## config.mk

```make
export PLATFORM = sky130hd
export DESIGN_NAME = scan_obstacle_segmenter_core
export DESIGN_NICKNAME = d
export VERILOG_FILES = /design/src/design/sos_pkg.sv /design/src/design/sos_divider.sv /design/src/design/sos_datapath.sv /design/src/design/sos_ctrl.sv /design/src/design/scan_obstacle_segmenter_core.sv
export SDC_FILE = /design/constraint.sdc
export NUM_CORES = 1
export LEC_CHECK = 0
export ABC_AREA = 1
export BUFFER_PORTS_ARGS = -buffer_cell sky130_fd_sc_hd__buf_2
export CAP_MARGIN = 25
export CORE_AREA = 2 2 156 158
export DETAILED_ROUTE_END_ITERATION = 16
export DIE_AREA = 0 0 158 160
export PLACE_DENSITY = 0.73
export SLEW_MARGIN = 15
export SYNTH_ARGS = -nofsm -noshare
export SYNTH_HDL_FRONTEND = slang
export SYNTH_SLANG_ARGS = --single-unit
```

## constraint.sdc

```tcl
create_clock -name clk -period 8.5 [get_ports clk]
set_input_delay 0.425 -clock clk [delete_from_list [all_inputs] [get_ports clk]]
set_output_delay 0.425 -clock clk [all_outputs]
set_load 0.02 [all_outputs]
```

## src/design/sos_pkg.sv

```systemverilog
// ----------------------------------------------------------------------------
// sos_pkg
// Shared widths, register map, controller states and the command/status
// structs that join the segmenter controller and datapath.
// ----------------------------------------------------------------------------
package sos_pkg;

    localparam int ANGLE_W  = 9;
    localparam int DIST_W   = 16;
    localparam int HITS_W   = 9;
    localparam int SUM_W    = DIST_W + HITS_W;
    localparam int DIV_CNT_W = $clog2(SUM_W);

    localparam logic [HITS_W-1:0] HIT_MAX = {HITS_W{1'b1}};

    // stream payload layout
    localparam int S_FIELDS_W = ANGLE_W + DIST_W;
    localparam int S_TDATA_W  = ((S_FIELDS_W + 7) / 8) * 8;
    localparam int M_FIELDS_W = 3 * ANGLE_W + DIST_W + HITS_W;
    localparam int M_TDATA_W  = ((M_FIELDS_W + 7) / 8) * 8;

    // configuration port
    localparam int APB_ADDR_W = 3;
    localparam int APB_DATA_W = 32;
    localparam logic [APB_ADDR_W-1:0] REG_THRESHOLD_ADDR = 3'd0;
    localparam logic [DIST_W-1:0]     THRESHOLD_RESET    = 16'd1000;

    typedef enum logic [1:0] {
        ST_IDLE,
        ST_CHECK,
        ST_FINAL,
        ST_DIV
    } state_t;

    typedef struct packed {
        logic in_ready;
        logic latch;
        logic apply_hit;
        logic snap;
        logic emit_last;
        logic clear_run;
        logic load_out;
    } cmd_t;

    typedef struct packed {
        logic hit;
        logic gap;
        logic run_open;
        logic scan_end;
        logic div_busy;
        logic out_free;
    } status_t;

endpackage

```

## src/design/sos_divider.sv

```systemverilog
// ----------------------------------------------------------------------------
// sos_divider
// Restoring divider, one quotient bit per cycle: run distance sum over hits.
// ----------------------------------------------------------------------------
module sos_divider
(
    input  logic                        clk,
    input  logic                        rst_n,
    input  logic                        start,
    input  logic [sos_pkg::SUM_W-1:0]   dividend,
    input  logic [sos_pkg::HITS_W-1:0]  divisor,
    output logic                        busy,
    output logic [sos_pkg::SUM_W-1:0]   quotient
);

    logic                           busy_reg, busy_next;
    logic [sos_pkg::DIV_CNT_W-1:0]  cnt_reg, cnt_next;
    logic [sos_pkg::SUM_W-1:0]      quo_reg, quo_next;
    logic [sos_pkg::HITS_W-1:0]     rem_reg, rem_next;
    logic [sos_pkg::HITS_W-1:0]     dsr_reg, dsr_next;
    logic [sos_pkg::HITS_W:0]       rem_sh;
    logic [sos_pkg::HITS_W:0]       rem_diff;
    logic                           fits;

    always_comb
    begin
        rem_sh   = {rem_reg, quo_reg[sos_pkg::SUM_W-1]};
        fits     = rem_sh >= {1'b0, dsr_reg};
        rem_diff = rem_sh - {1'b0, dsr_reg};

        busy_next = busy_reg;
        cnt_next  = cnt_reg;
        quo_next  = quo_reg;
        rem_next  = rem_reg;
        dsr_next  = dsr_reg;
        if (start)
        begin
            busy_next = 1'b1;
            cnt_next  = '0;
            quo_next  = dividend;
            rem_next  = '0;
            dsr_next  = divisor;
        end
        else if (busy_reg)
        begin
            quo_next = {quo_reg[sos_pkg::SUM_W-2:0], fits};
            rem_next = fits ? rem_diff[sos_pkg::HITS_W-1:0] : rem_sh[sos_pkg::HITS_W-1:0];
            cnt_next = cnt_reg + 1'b1;
            if (cnt_reg == sos_pkg::DIV_CNT_W'(sos_pkg::SUM_W - 1))
            begin
                busy_next = 1'b0;
            end
        end
    end

    always_ff @(posedge clk or negedge rst_n)
    begin
        if (!rst_n)
        begin
            busy_reg <= 1'b0;
            cnt_reg  <= '0;
        end
        else
        begin
            busy_reg <= busy_next;
            cnt_reg  <= cnt_next;
        end
    end

    always_ff @(posedge clk)
    begin
        quo_reg <= quo_next;
        rem_reg <= rem_next;
        dsr_reg <= dsr_next;
    end

    assign busy     = busy_reg;
    assign quotient = quo_reg;

endmodule

```

## src/design/sos_datapath.sv

```systemverilog
// ----------------------------------------------------------------------------
// sos_datapath
// Sample register, open-run accumulator, emit snapshot, divider and the
// output register of the obstacle segmenter.
// ----------------------------------------------------------------------------
module sos_datapath
(
    input  logic                            clk,
    input  logic                            rst_n,
    input  sos_pkg::cmd_t                   cmd,
    output sos_pkg::status_t                status,
    input  logic [sos_pkg::DIST_W-1:0]      threshold,
    input  logic [sos_pkg::ANGLE_W-1:0]     in_angle,
    input  logic [sos_pkg::DIST_W-1:0]      in_distance,
    input  logic                            in_scan_end,
    output logic                            out_valid,
    input  logic                            out_ready,
    output logic [sos_pkg::M_TDATA_W-1:0]   out_data,
    output logic                            out_last
);

    // latched sample
    logic [sos_pkg::ANGLE_W-1:0]    angle_reg;
    logic [sos_pkg::DIST_W-1:0]     dist_reg;
    logic                           end_reg;

    // open run
    logic                           open_reg, open_next;
    logic [sos_pkg::ANGLE_W-1:0]    first_reg, first_next;
    logic [sos_pkg::ANGLE_W-1:0]    last_reg, last_next;
    logic [sos_pkg::SUM_W-1:0]      sum_reg, sum_next;
    logic [sos_pkg::HITS_W-1:0]     hits_reg, hits_next;

    // snapshot of the run being emitted
    logic [sos_pkg::ANGLE_W-1:0]    e_first_reg;
    logic [sos_pkg::ANGLE_W-1:0]    e_last_reg;
    logic [sos_pkg::HITS_W-1:0]     e_hits_reg;
    logic                           e_lastres_reg;

    logic                           out_valid_reg, out_valid_next;
    logic [sos_pkg::M_TDATA_W-1:0]  out_data_reg;
    logic                           out_last_reg;

    logic                           hit;
    logic                           gap;
    logic                           div_busy;
    logic [sos_pkg::SUM_W-1:0]      quotient;
    logic [sos_pkg::ANGLE_W-1:0]    span;
    logic [sos_pkg::M_FIELDS_W-1:0] fields;

    assign hit = dist_reg < threshold;
    assign gap = {1'b0, angle_reg} > ({1'b0, last_reg} + 1'b1);

    always_comb
    begin
        open_next  = open_reg;
        first_next = first_reg;
        last_next  = last_reg;
        sum_next   = sum_reg;
        hits_next  = hits_reg;
        if (cmd.apply_hit && hit)
        begin
            if (!open_reg || gap)
            begin
                // start a fresh run on this hit
                open_next  = 1'b1;
                first_next = angle_reg;
                last_next  = angle_reg;
                sum_next   = sos_pkg::SUM_W'(dist_reg);
                hits_next  = sos_pkg::HITS_W'(1);
            end
            else
            begin
                last_next = angle_reg;
                if (hits_reg != sos_pkg::HIT_MAX)
                begin
                    hits_next = hits_reg + 1'b1;
                    sum_next  = sum_reg + sos_pkg::SUM_W'(dist_reg);
                end
            end
        end
        else if (cmd.clear_run)
        begin
            open_next  = 1'b0;
            first_next = '0;
            last_next  = '0;
            sum_next   = '0;
            hits_next  = '0;
        end
    end

    always_ff @(posedge clk or negedge rst_n)
    begin
        if (!rst_n)
        begin
            open_reg  <= 1'b0;
            first_reg <= '0;
            last_reg  <= '0;
            sum_reg   <= '0;
            hits_reg  <= '0;
        end
        else
        begin
            open_reg  <= open_next;
            first_reg <= first_next;
            last_reg  <= last_next;
            sum_reg   <= sum_next;
            hits_reg  <= hits_next;
        end
    end

    always_ff @(posedge clk)
    begin
        if (cmd.latch)
        begin
            angle_reg <= in_angle;
            dist_reg  <= in_distance;
            end_reg   <= in_scan_end;
        end
        if (cmd.snap)
        begin
            e_first_reg   <= first_reg;
            e_last_reg    <= last_reg;
            e_hits_reg    <= hits_reg;
            e_lastres_reg <= cmd.emit_last;
        end
        if (cmd.load_out)
        begin
            out_data_reg <= sos_pkg::M_TDATA_W'(fields);
            out_last_reg <= e_lastres_reg;
        end
    end

    sos_divider u_divider
    (
        .clk      (clk),
        .rst_n    (rst_n),
        .start    (cmd.snap),
        .dividend (sum_reg),
        .divisor  (hits_reg),
        .busy     (div_busy),
        .quotient (quotient)
    );

    assign span   = (e_last_reg >= e_first_reg) ? (e_last_reg - e_first_reg) : '0;
    assign fields = {e_hits_reg, quotient[sos_pkg::DIST_W-1:0], span, e_last_reg, e_first_reg};

    always_comb
    begin
        out_valid_next = out_valid_reg;
        if (cmd.load_out)
        begin
            out_valid_next = 1'b1;
        end
        else if (out_ready)
        begin
            out_valid_next = 1'b0;
        end
    end

    always_ff @(posedge clk or negedge rst_n)
    begin
        if (!rst_n)
        begin
            out_valid_reg <= 1'b0;
        end
        else
        begin
            out_valid_reg <= out_valid_next;
        end
    end

    assign status.hit      = hit;
    assign status.gap      = gap;
    assign status.run_open = open_reg;
    assign status.scan_end = end_reg;
    assign status.div_busy = div_busy;
    assign status.out_free = !out_valid_reg || out_ready;

    assign out_valid = out_valid_reg;
    assign out_data  = out_data_reg;
    assign out_last  = out_last_reg;

endmodule

```

## src/design/sos_ctrl.sv

```systemverilog
// ----------------------------------------------------------------------------
// sos_ctrl
// Sequencer: take a sample, update the run, close runs through the divider.
// ----------------------------------------------------------------------------
module sos_ctrl
(
    input  logic                clk,
    input  logic                rst_n,
    input  logic                in_valid,
    input  sos_pkg::status_t    status,
    output sos_pkg::cmd_t       cmd
);

    sos_pkg::state_t state_reg, state_next;
    logic            after_gap_reg, after_gap_next;

    always_comb
    begin
        state_next     = state_reg;
        after_gap_next = after_gap_reg;
        unique case (state_reg)
            sos_pkg::ST_IDLE:
            begin
                if (in_valid)
                begin
                    state_next = sos_pkg::ST_CHECK;
                end
            end
            sos_pkg::ST_CHECK:
            begin
                if (status.hit && status.run_open && status.gap)
                begin
                    state_next     = sos_pkg::ST_DIV;
                    after_gap_next = 1'b1;
                end
                else
                begin
                    state_next = sos_pkg::ST_FINAL;
                end
            end
            sos_pkg::ST_FINAL:
            begin
                if (status.scan_end && status.run_open)
                begin
                    state_next     = sos_pkg::ST_DIV;
                    after_gap_next = 1'b0;
                end
                else
                begin
                    state_next = sos_pkg::ST_IDLE;
                end
            end
            sos_pkg::ST_DIV:
            begin
                if (!status.div_busy && status.out_free)
                begin
                    // a gap result still owes the end-of-scan check
                    state_next = after_gap_reg ? sos_pkg::ST_FINAL : sos_pkg::ST_IDLE;
                end
            end
            default:
            begin
                state_next = sos_pkg::ST_IDLE;
            end
        endcase
    end

    always_comb
    begin
        cmd = '0;
        unique case (state_reg)
            sos_pkg::ST_IDLE:
            begin
                cmd.in_ready = 1'b1;
                cmd.latch    = in_valid;
            end
            sos_pkg::ST_CHECK:
            begin
                cmd.apply_hit = 1'b1;
                if (status.hit && status.run_open && status.gap)
                begin
                    cmd.snap      = 1'b1;
                    cmd.emit_last = !status.scan_end;
                end
            end
            sos_pkg::ST_FINAL:
            begin
                if (status.scan_end && status.run_open)
                begin
                    cmd.snap      = 1'b1;
                    cmd.emit_last = 1'b1;
                    cmd.clear_run = 1'b1;
                end
            end
            sos_pkg::ST_DIV:
            begin
                cmd.load_out = !status.div_busy && status.out_free;
            end
            default:
            begin
                cmd = '0;
            end
        endcase
    end

    always_ff @(posedge clk or negedge rst_n)
    begin
        if (!rst_n)
        begin
            state_reg     <= sos_pkg::ST_IDLE;
            after_gap_reg <= 1'b0;
        end
        else
        begin
            state_reg     <= state_next;
            after_gap_reg <= after_gap_next;
        end
    end

endmodule

```

## src/design/scan_obstacle_segmenter_core.sv

```systemverilog
// ----------------------------------------------------------------------------
// scan_obstacle_segmenter_core
// Groups near range samples into obstacle runs and reports each closed run.
// ----------------------------------------------------------------------------
// Usage:
//   Feed samples in ascending angle order on the s_ stream: angle and distance
//   in s_tdata, s_tlast on the final sample of a scan. A sample nearer than
//   the threshold register (APB, address 0, reset 1000 mm) is a hit; a hit
//   more than one degree past the previous hit closes the open run, and
//   s_tlast closes whatever run is open. Each closed run leaves on the m_
//   stream; m_tlast marks the last result caused by one request.
//   Timing: a request that closes no run passes accept, update and end
//   check before the next is taken. Each closed run adds a pass through
//   the 25-bit sum/hits divider, one bit per cycle, plus the load into
//   the output register. The worst case is a gap on the final sample,
//   which closes two runs.
//   A result waits in the output register while m_tready is low; the next
//   request is still accepted, and only a further result stalls behind it.
//   Reset clears the open run, empties the output and restores the
//   threshold; write the threshold only while the block is idle.
// ----------------------------------------------------------------------------
module scan_obstacle_segmenter_core
(
    input  logic                                clk,
    input  logic                                rst_n,
    // configuration
    input  logic                                psel,
    input  logic                                penable,
    input  logic                                pwrite,
    input  logic [sos_pkg::APB_ADDR_W-1:0]      paddr,
    input  logic [sos_pkg::APB_DATA_W-1:0]      pwdata,
    output logic [sos_pkg::APB_DATA_W-1:0]      prdata,
    output logic                                pready,
    // sample stream
    input  logic                                s_tvalid,
    output logic                                s_tready,
    input  logic [sos_pkg::S_TDATA_W-1:0]       s_tdata,  // angle[8:0], distance[24:9], zero pad
    input  logic                                s_tlast,  // scan_end
    // result stream
    output logic                                m_tvalid,
    input  logic                                m_tready,
    // start_angle[8:0], end_angle[17:9], angle_span[26:18],
    // average_distance[42:27], sample_count[51:43], zero pad
    output logic [sos_pkg::M_TDATA_W-1:0]       m_tdata,
    output logic                                m_tlast   // last_result
);

    logic [sos_pkg::DIST_W-1:0] threshold_reg, threshold_next;
    logic                       cfg_wr;
    sos_pkg::cmd_t              cmd;
    sos_pkg::status_t           status;

    assign pready = 1'b1;
    assign cfg_wr = psel && penable && pwrite && (paddr == sos_pkg::REG_THRESHOLD_ADDR);

    always_comb
    begin
        threshold_next = threshold_reg;
        if (cfg_wr)
        begin
            threshold_next = pwdata[sos_pkg::DIST_W-1:0];
        end
    end

    always_ff @(posedge clk or negedge rst_n)
    begin
        if (!rst_n)
        begin
            threshold_reg <= sos_pkg::THRESHOLD_RESET;
        end
        else
        begin
            threshold_reg <= threshold_next;
        end
    end

    assign prdata = (paddr == sos_pkg::REG_THRESHOLD_ADDR)
                  ? sos_pkg::APB_DATA_W'(threshold_reg) : '0;

    sos_ctrl u_ctrl
    (
        .clk      (clk),
        .rst_n    (rst_n),
        .in_valid (s_tvalid),
        .status   (status),
        .cmd      (cmd)
    );

    sos_datapath u_datapath
    (
        .clk         (clk),
        .rst_n       (rst_n),
        .cmd         (cmd),
        .status      (status),
        .threshold   (threshold_reg),
        .in_angle    (s_tdata[sos_pkg::ANGLE_W-1:0]),
        .in_distance (s_tdata[sos_pkg::S_FIELDS_W-1:sos_pkg::ANGLE_W]),
        .in_scan_end (s_tlast),
        .out_valid   (m_tvalid),
        .out_ready   (m_tready),
        .out_data    (m_tdata),
        .out_last    (m_tlast)
    );

    assign s_tready = cmd.in_ready;

    // one request at a time: nothing is taken right after an accept
    a_single_request: assert property (@(posedge clk) disable iff (!rst_n)
        s_tvalid && s_tready |=> !s_tready)
        else $error("request accepted while previous one still in work");

    // a reported run holds at least one hit
    a_count_nonzero: assert property (@(posedge clk) disable iff (!rst_n)
        m_tvalid |-> m_tdata[51:43] != 9'd0)
        else $error("result with zero sample count");

    // span agrees with the reported angles
    a_span_match: assert property (@(posedge clk) disable iff (!rst_n)
        m_tvalid |-> m_tdata[26:18] ==
            ((m_tdata[17:9] >= m_tdata[8:0]) ? (m_tdata[17:9] - m_tdata[8:0]) : 9'd0))
        else $error("angle span does not match start and end angles");

    // no new result lands on one that is still waiting
    a_no_overwrite: assert property (@(posedge clk) disable iff (!rst_n)
        cmd.load_out |-> !m_tvalid || m_tready)
        else $error("output register overwritten before it was taken");

endmodule

```

---- After elaboration in Yosys (flattened, before gate mapping) ----
Index checks and enable logic that the tools add are counted.
storage, ports and cells
  output and inout port bits .............. 92
  word-level logic and storage cells ...... 109
  bits in registers ....................... 220
  input port bits ......................... 75
cells by class
  reductions and logical operators ........ 24
  multiplexer cells ....................... 41
  $lt $le $gt $ge ......................... 4
  eq/ne operators ......................... 11
  $add $sub $neg .......................... 6
operators by type and width
  kind                                                              number
  25-bit 2-to-1 mux                                                 6
  9-bit 2-to-1 mux                                                  8
  25-bit by 16-bit adder with 25-bit output                         1
  9-bit subtractor                                                  2
  16-bit < comparator                                               1
  16-bit 2-to-1 mux                                                 1
  1-bit 2-to-1 mux                                                  14
  2-bit 2-to-1 mux                                                  6
  9-bit by 1-bit adder with 10-bit output (second input constant)   1
  10-bit by 9-bit >= comparator with 1-bit output                   1
  9-bit by 10-bit greater-than comparator with 1-bit output         1
  5-bit 2-to-1 mux                                                  2
  9-bit by 1-bit adder with 9-bit output (second input constant)    1
  9-bit >= comparator                                               1
  9-bit != test (second input constant)                             1
  1-bit logical AND                                                 8
  2-bit one-hot mux with 4 select lines                             1
  2-bit nonzero test                                                4
  2-bit by 1-bit != test with 1-bit output (second input constant)  3
  2-bit AND reduction                                               3
  5-bit by 1-bit adder with 5-bit output (second input constant)    1
  5-bit equality test (second input constant)                       1
  2-bit equality test (second input constant)                       2
  1-bit zero test                                                   4
  10 further kinds                                                  12

---- Depth between registers and ports, before layout ----
  word-level depth ........................ 6
  depth in mapped cells ................... 18

---- Hierarchy ----
A second synthesis with hierarchy kept.
second synthesis, totals
  cells, all modules ...................... 1461
  area, all modules ....................... 12662.1 um^2
modules (own cells, without submodules)
  module                        times used  seq. area each (um^2)  cells an instance  area each (um^2)
  sos_datapath                  1           4564.4                 963                8632.0
  sos_divider                   1           1351.3                 316                2646.3
  scan_obstacle_segmenter_core  1           407.9                  129                1057.3
  sos_ctrl                      1           75.1                   53                 326.6

---- Worst setup path after synthesis ----
Ideal clock, no wire load.
  kind .................................... register -> register
  start point ............................. register u_ctrl.state_reg[0]
  end point ............................... register u_datapath.out_data_reg (netlist bit u_datapath.out_data[0]), enable pin
  arrival ................................. 2.854 ns
  period minus slack after synthesis ...... 3.317 ns
  library setup time ...................... 0.464 ns
  slack ................................... 5.183 ns
  cell stages (with the launch flop) ...... 4
  path through ............................ dfrtp_1 -> ha_1 -> inv_1 -> nor2_1
RTL lines
  what                      line                 source
  start: declaration        sos_ctrl.sv:14       sos_pkg::state_t state_reg, state_next;
  start signal: assignment  sos_ctrl.sv:110      state_reg <= sos_pkg::ST_IDLE;
  start signal: assignment  sos_ctrl.sv:115      state_reg <= state_next;
  end signal: assignment    sos_datapath.sv:129  out_data_reg <= sos_pkg::M_TDATA_W'(fields);
  end: declaration          sos_datapath.sv:41   logic [sos_pkg::M_TDATA_W-1:0] out_data_reg;

==> flow_summary_export.csv <==
group,metric,value,unit
run_status,status,"finished, final reports clean",
place,gp_congestion,0.894,
critical_path,required,8670,ps
cts,cts_buffer_depth,3,
synthesis,synthesis.area,11700,sq um
job,drv_cap,0,
floorplanning,initial_utilization,49.0,%
power_and_ir_drop,vdd_drop_max,0.183,mV
critical_path,path_cells,"ha_1 > nand2_1 > nor2_1 > nand3_1 > xor2_1 > ha_1 > and3_1 > nand3b_1 > nand2_1 > inv_2 > nand3_2 > o21bai_4 > nand2_2 > inv_2",
power_and_ir_drop,p_sw,1.98,mW
sta,timing.clock.skew,19.0,ps
floorplanning,coreArea,23800,sq um
synthesis,yosysSeqAreaShare,52.5,%
detailed_routing,drc,0,
detailed_routing,routedWlPerCell,14.2,um
layout,nNetsFinal,1563,
floorplanning,io_pins,167,
critical_path,critPathBufInv,2,
layout,layout-drive-gt1-share,14.2,%
grt,grt_overflow,0,
cts,clock_latency,540,ps
cts,clockRootBuffer,"clkbuf_16",
grt,grt_pass1_vias,8630,
layout,syn2layout_area_growth,14.8,%
detailed_routing,antenna_left,0,
critical_path,start_kind,"flop",
power_and_ir_drop,power_density,363,nW/um^2
power_and_ir_drop,power.leakage,6.49,nW
sta,hold_violations,0,
power_and_ir_drop,power_frac_comb,41.1,%
power_and_ir_drop,p_seq_share,36.6,%
synthesis,async_flop_share,35.9,%
synthesis,synth_flop_cell,"edfxtp_1",
critical_path,slowest_delay,780,ps
critical_path,critPathKind,"reg2reg",
grt,grt_max_degree,48,
critical_path,critPathArrivalTime,4540,ps
sta,maxSlewHeadroom,33.4,%
critical_path,critPathCaptureType,"flop",
sta,rsz0062_at_grt,"no",
grt,grt.total_usage,20.4,%
critical_path,cp_max_fo,37,
synthesis,synth_edf_count,132,
layout,diodes,0,
sta,setup_tns,0,ps
cts,cts.sinks,220,
cts,clkTransAtPathRegs,60,ps
grt,antenna_found_initial,0,
power_and_ir_drop,total_power,4.86,mW
synthesis,ys.warnings.count,0,
floorplanning,dieArea,25300,sq um
floorplanning,die_y,160,um
floorplanning,die_w,158,um
synthesis,ys_types,47,
sta,period_minus_slack,4380,ps
sta,drv_slew,0,
detailed_routing,vias,8867,
cts,cts_tree,"done",
sta,final-setup-viol-count,0,
critical_path,crit_slowest_cell,"inv_2",
detailed_routing,dr.pass1.iters,5,
grt,grt_first_pass_wirelength,42100,um
synthesis,synth_seq_cells,220,
floorplanning,rows,57,
sta,tightest_slew,995,ps
power_and_ir_drop,clkPwrFrac,22.3,%
detailed_routing,drt-initial-drc-count,489,
power_and_ir_drop,netSwitchingFraction,40.7,%
critical_path,critical_path.top_delay_family,"simple AND/OR/NAND/NOR gates",
synthesis,syn_inst,1295,
layout,fillCellCount,2093,
place,dp_hpwl,18100,um
layout,largest_reg_flops,52,
cts,htreeDepth,1,
power_and_ir_drop,p_int,2.88,mW
detailed_routing,routed_via_density,5.04,
synthesis,syn_area_per_cell,9.01,sq um
cts,cts_made_buffers,25,
worst_hold_path,hold_class,"in2reg",
cts,ctsResizeCount,0,
sta,max_freq,229,MHz
detailed_routing,drt-total-wl,25000,um
sta,period_share,51.5,%
place,numPortBuffers,122,
## repair_timing
item                                   4_1_cts  5_1_grt
setup buffers                                0        0
endpoints found under the hold margin       32        0
hold buffers                                 1        0
## area by class of cell
type,count,area (sq um),area share (%)
well taps,324,405,3.03
repair buffers,129,716,5.34
flip-flops and latches,220,6130,45.8
clock inverters,15,156,1.17
inverters,146,548,4.09
clock buffers,31,689,5.15
multi-input cells,896,4750,35.5
## worst reg2reg max path: cells and delay by family (launching register included)
family,cells,cell delay [ps]
simple gates,8,1430
flops,1,420
buf+inv,2,880
compound gates,1,580
fa+ha+maj,2,510
xor+xnor,1,170
## worst paths after layout
kind / from / endpoint / slack [ps] / cells after the start
worst max register to register: u_datapath.last_reg[1] / u_datapath.e_first_reg[2] / 4120 / 14
worst min register to register: u_datapath.e_hits_reg[8] / u_datapath.out_data[51] / 440 / 0
worst min-delay path: s_tdata[14] / u_datapath.dist_reg[5] / 60 / 1
max in group asynchronous: rst_n / threshold_reg[9] / 7460 / 3
min in group asynchronous: rst_n / u_datapath.first_reg[0] / 380 / 2
worst max-delay path: u_datapath.last_reg[1] / u_datapath.e_first_reg[2] / 4120 / 14
## metal layers
layer | share of wire (%) | track usage [%]
met4 | 1.8 | 5.24
met1 | 48 | 29.1
met3 | 5.1 | 3.09
met2 | 45 | 32.9
met5 | 0 | 0
## synth_stat cells (3+ instances only)
| cell | instances | area, sq um |
|---|---|---|
| nor2_2 | 3 | 18.8 |
| inv_1 | 141 | 529 |
| fa_1 | 3 | 60.1 |
| nand3_1 | 127 | 636 |
| xnor2_1 | 14 | 123 |
| buf_2 | 14 | 70.1 |
| dfxtp_1 | 9 | 180 |
| nor3_1 | 7 | 35.0 |
| nand4_1 | 16 | 100 |
| a21oi_1 | 41 | 205 |
| a21oi_2 | 3 | 26.3 |
| buf_6 | 3 | 33.8 |
| dfstp_2 | 6 | 158 |
| clkbuf_1 | 12 | 45.0 |
| nand3b_1 | 9 | 67.6 |
| xor2_1 | 20 | 175 |
| buf_4 | 23 | 173 |
| nand2_1 | 373 | 1400 |
| and2_1 | 6 | 37.5 |
| o22ai_1 | 4 | 25.0 |
| o21bai_1 | 5 | 37.5 |
| nor2_1 | 97 | 364 |
| dfrtp_1 | 73 | 1830 |
| a21o_1 | 3 | 22.5 |
| or2_2 | 6 | 37.5 |
| nand2_2 | 3 | 18.8 |
| inv_2 | 5 | 18.8 |
| ha_1 | 67 | 838 |
| edfxtp_1 | 132 | 3960 |
| o21ai_0 | 49 | 245 |
## power groups by stage
stage	clock network (mW)	logic, mW	registers, mW
floorplan	0	1.59	1.71
global placement	0	1.91	1.78
detailed placement	0	1.97	1.80
CTS	1.10	1.99	1.78
global route	1.15	2.31	1.82
finish	1.08	2.00	1.78
## logic make-up (layout without fill, tap and decap cells)
logic type | after synthesis | in the layout | synth area share (%)
and+or+nand+nor | 658 | 658 | 24.2
DFF | 220 | 220 | 52.5
buffers and inverters | 198 | 321 | 7.45
AOI/OAI and AO/OA | 113 | 113 | 5.51
adders and majority gates | 70 | 70 | 7.70
xor gates and xnor gates | 34 | 34 | 2.55
other | 2 | 21 | 0.0644
## layout by cell type, fill, tap and decap left out, types with 6 or more instances in the layout
| cell type | n |
|---|---|
| nor3_1 | 7 |
| dfrtp_1 | 73 |
| nand3b_1 | 9 |
| and2_1 | 6 |
| clkbuf_16 | 26 |
| dfstp_2 | 6 |
| dfxtp_1 | 9 |
| xnor2_1 | 14 |
| nor2_1 | 96 |
| buf_2 | 121 |
| or2_2 | 6 |
| o21ai_0 | 49 |
| edfxtp_1 | 132 |
| conb_1 | 21 |
| inv_1 | 141 |
| nand2_1 | 373 |
| ha_1 | 67 |
| xor2_1 | 20 |
| nand3_1 | 127 |
| a21oi_1 | 41 |
| nand4_1 | 16 |
## stage by stage
| stage | area, sq um | worst slack (ps) | instances | utilization (%) | hold slack, ps |
|---|---|---|---|---|---|
| final | 13400 | 4120 | 1761 | 56.2 | 58.1 |
| after global routing | 13400 | 3760 | 1761 | 56.2 | 45.3 |
| after CTS | 13300 | 3860 | 1759 | 56.0 | 40.3 |
| after detailed placement | 12500 | 3880 | 1712 | 52.4 | 420 |
| after global placement | 12500 | 4000 | 1711 | 52.3 | 429 |
| after floorplan | 11700 | 5180 | 1314 | - | 129 |
Note: power is estimated with default switching activity, not from simulation.
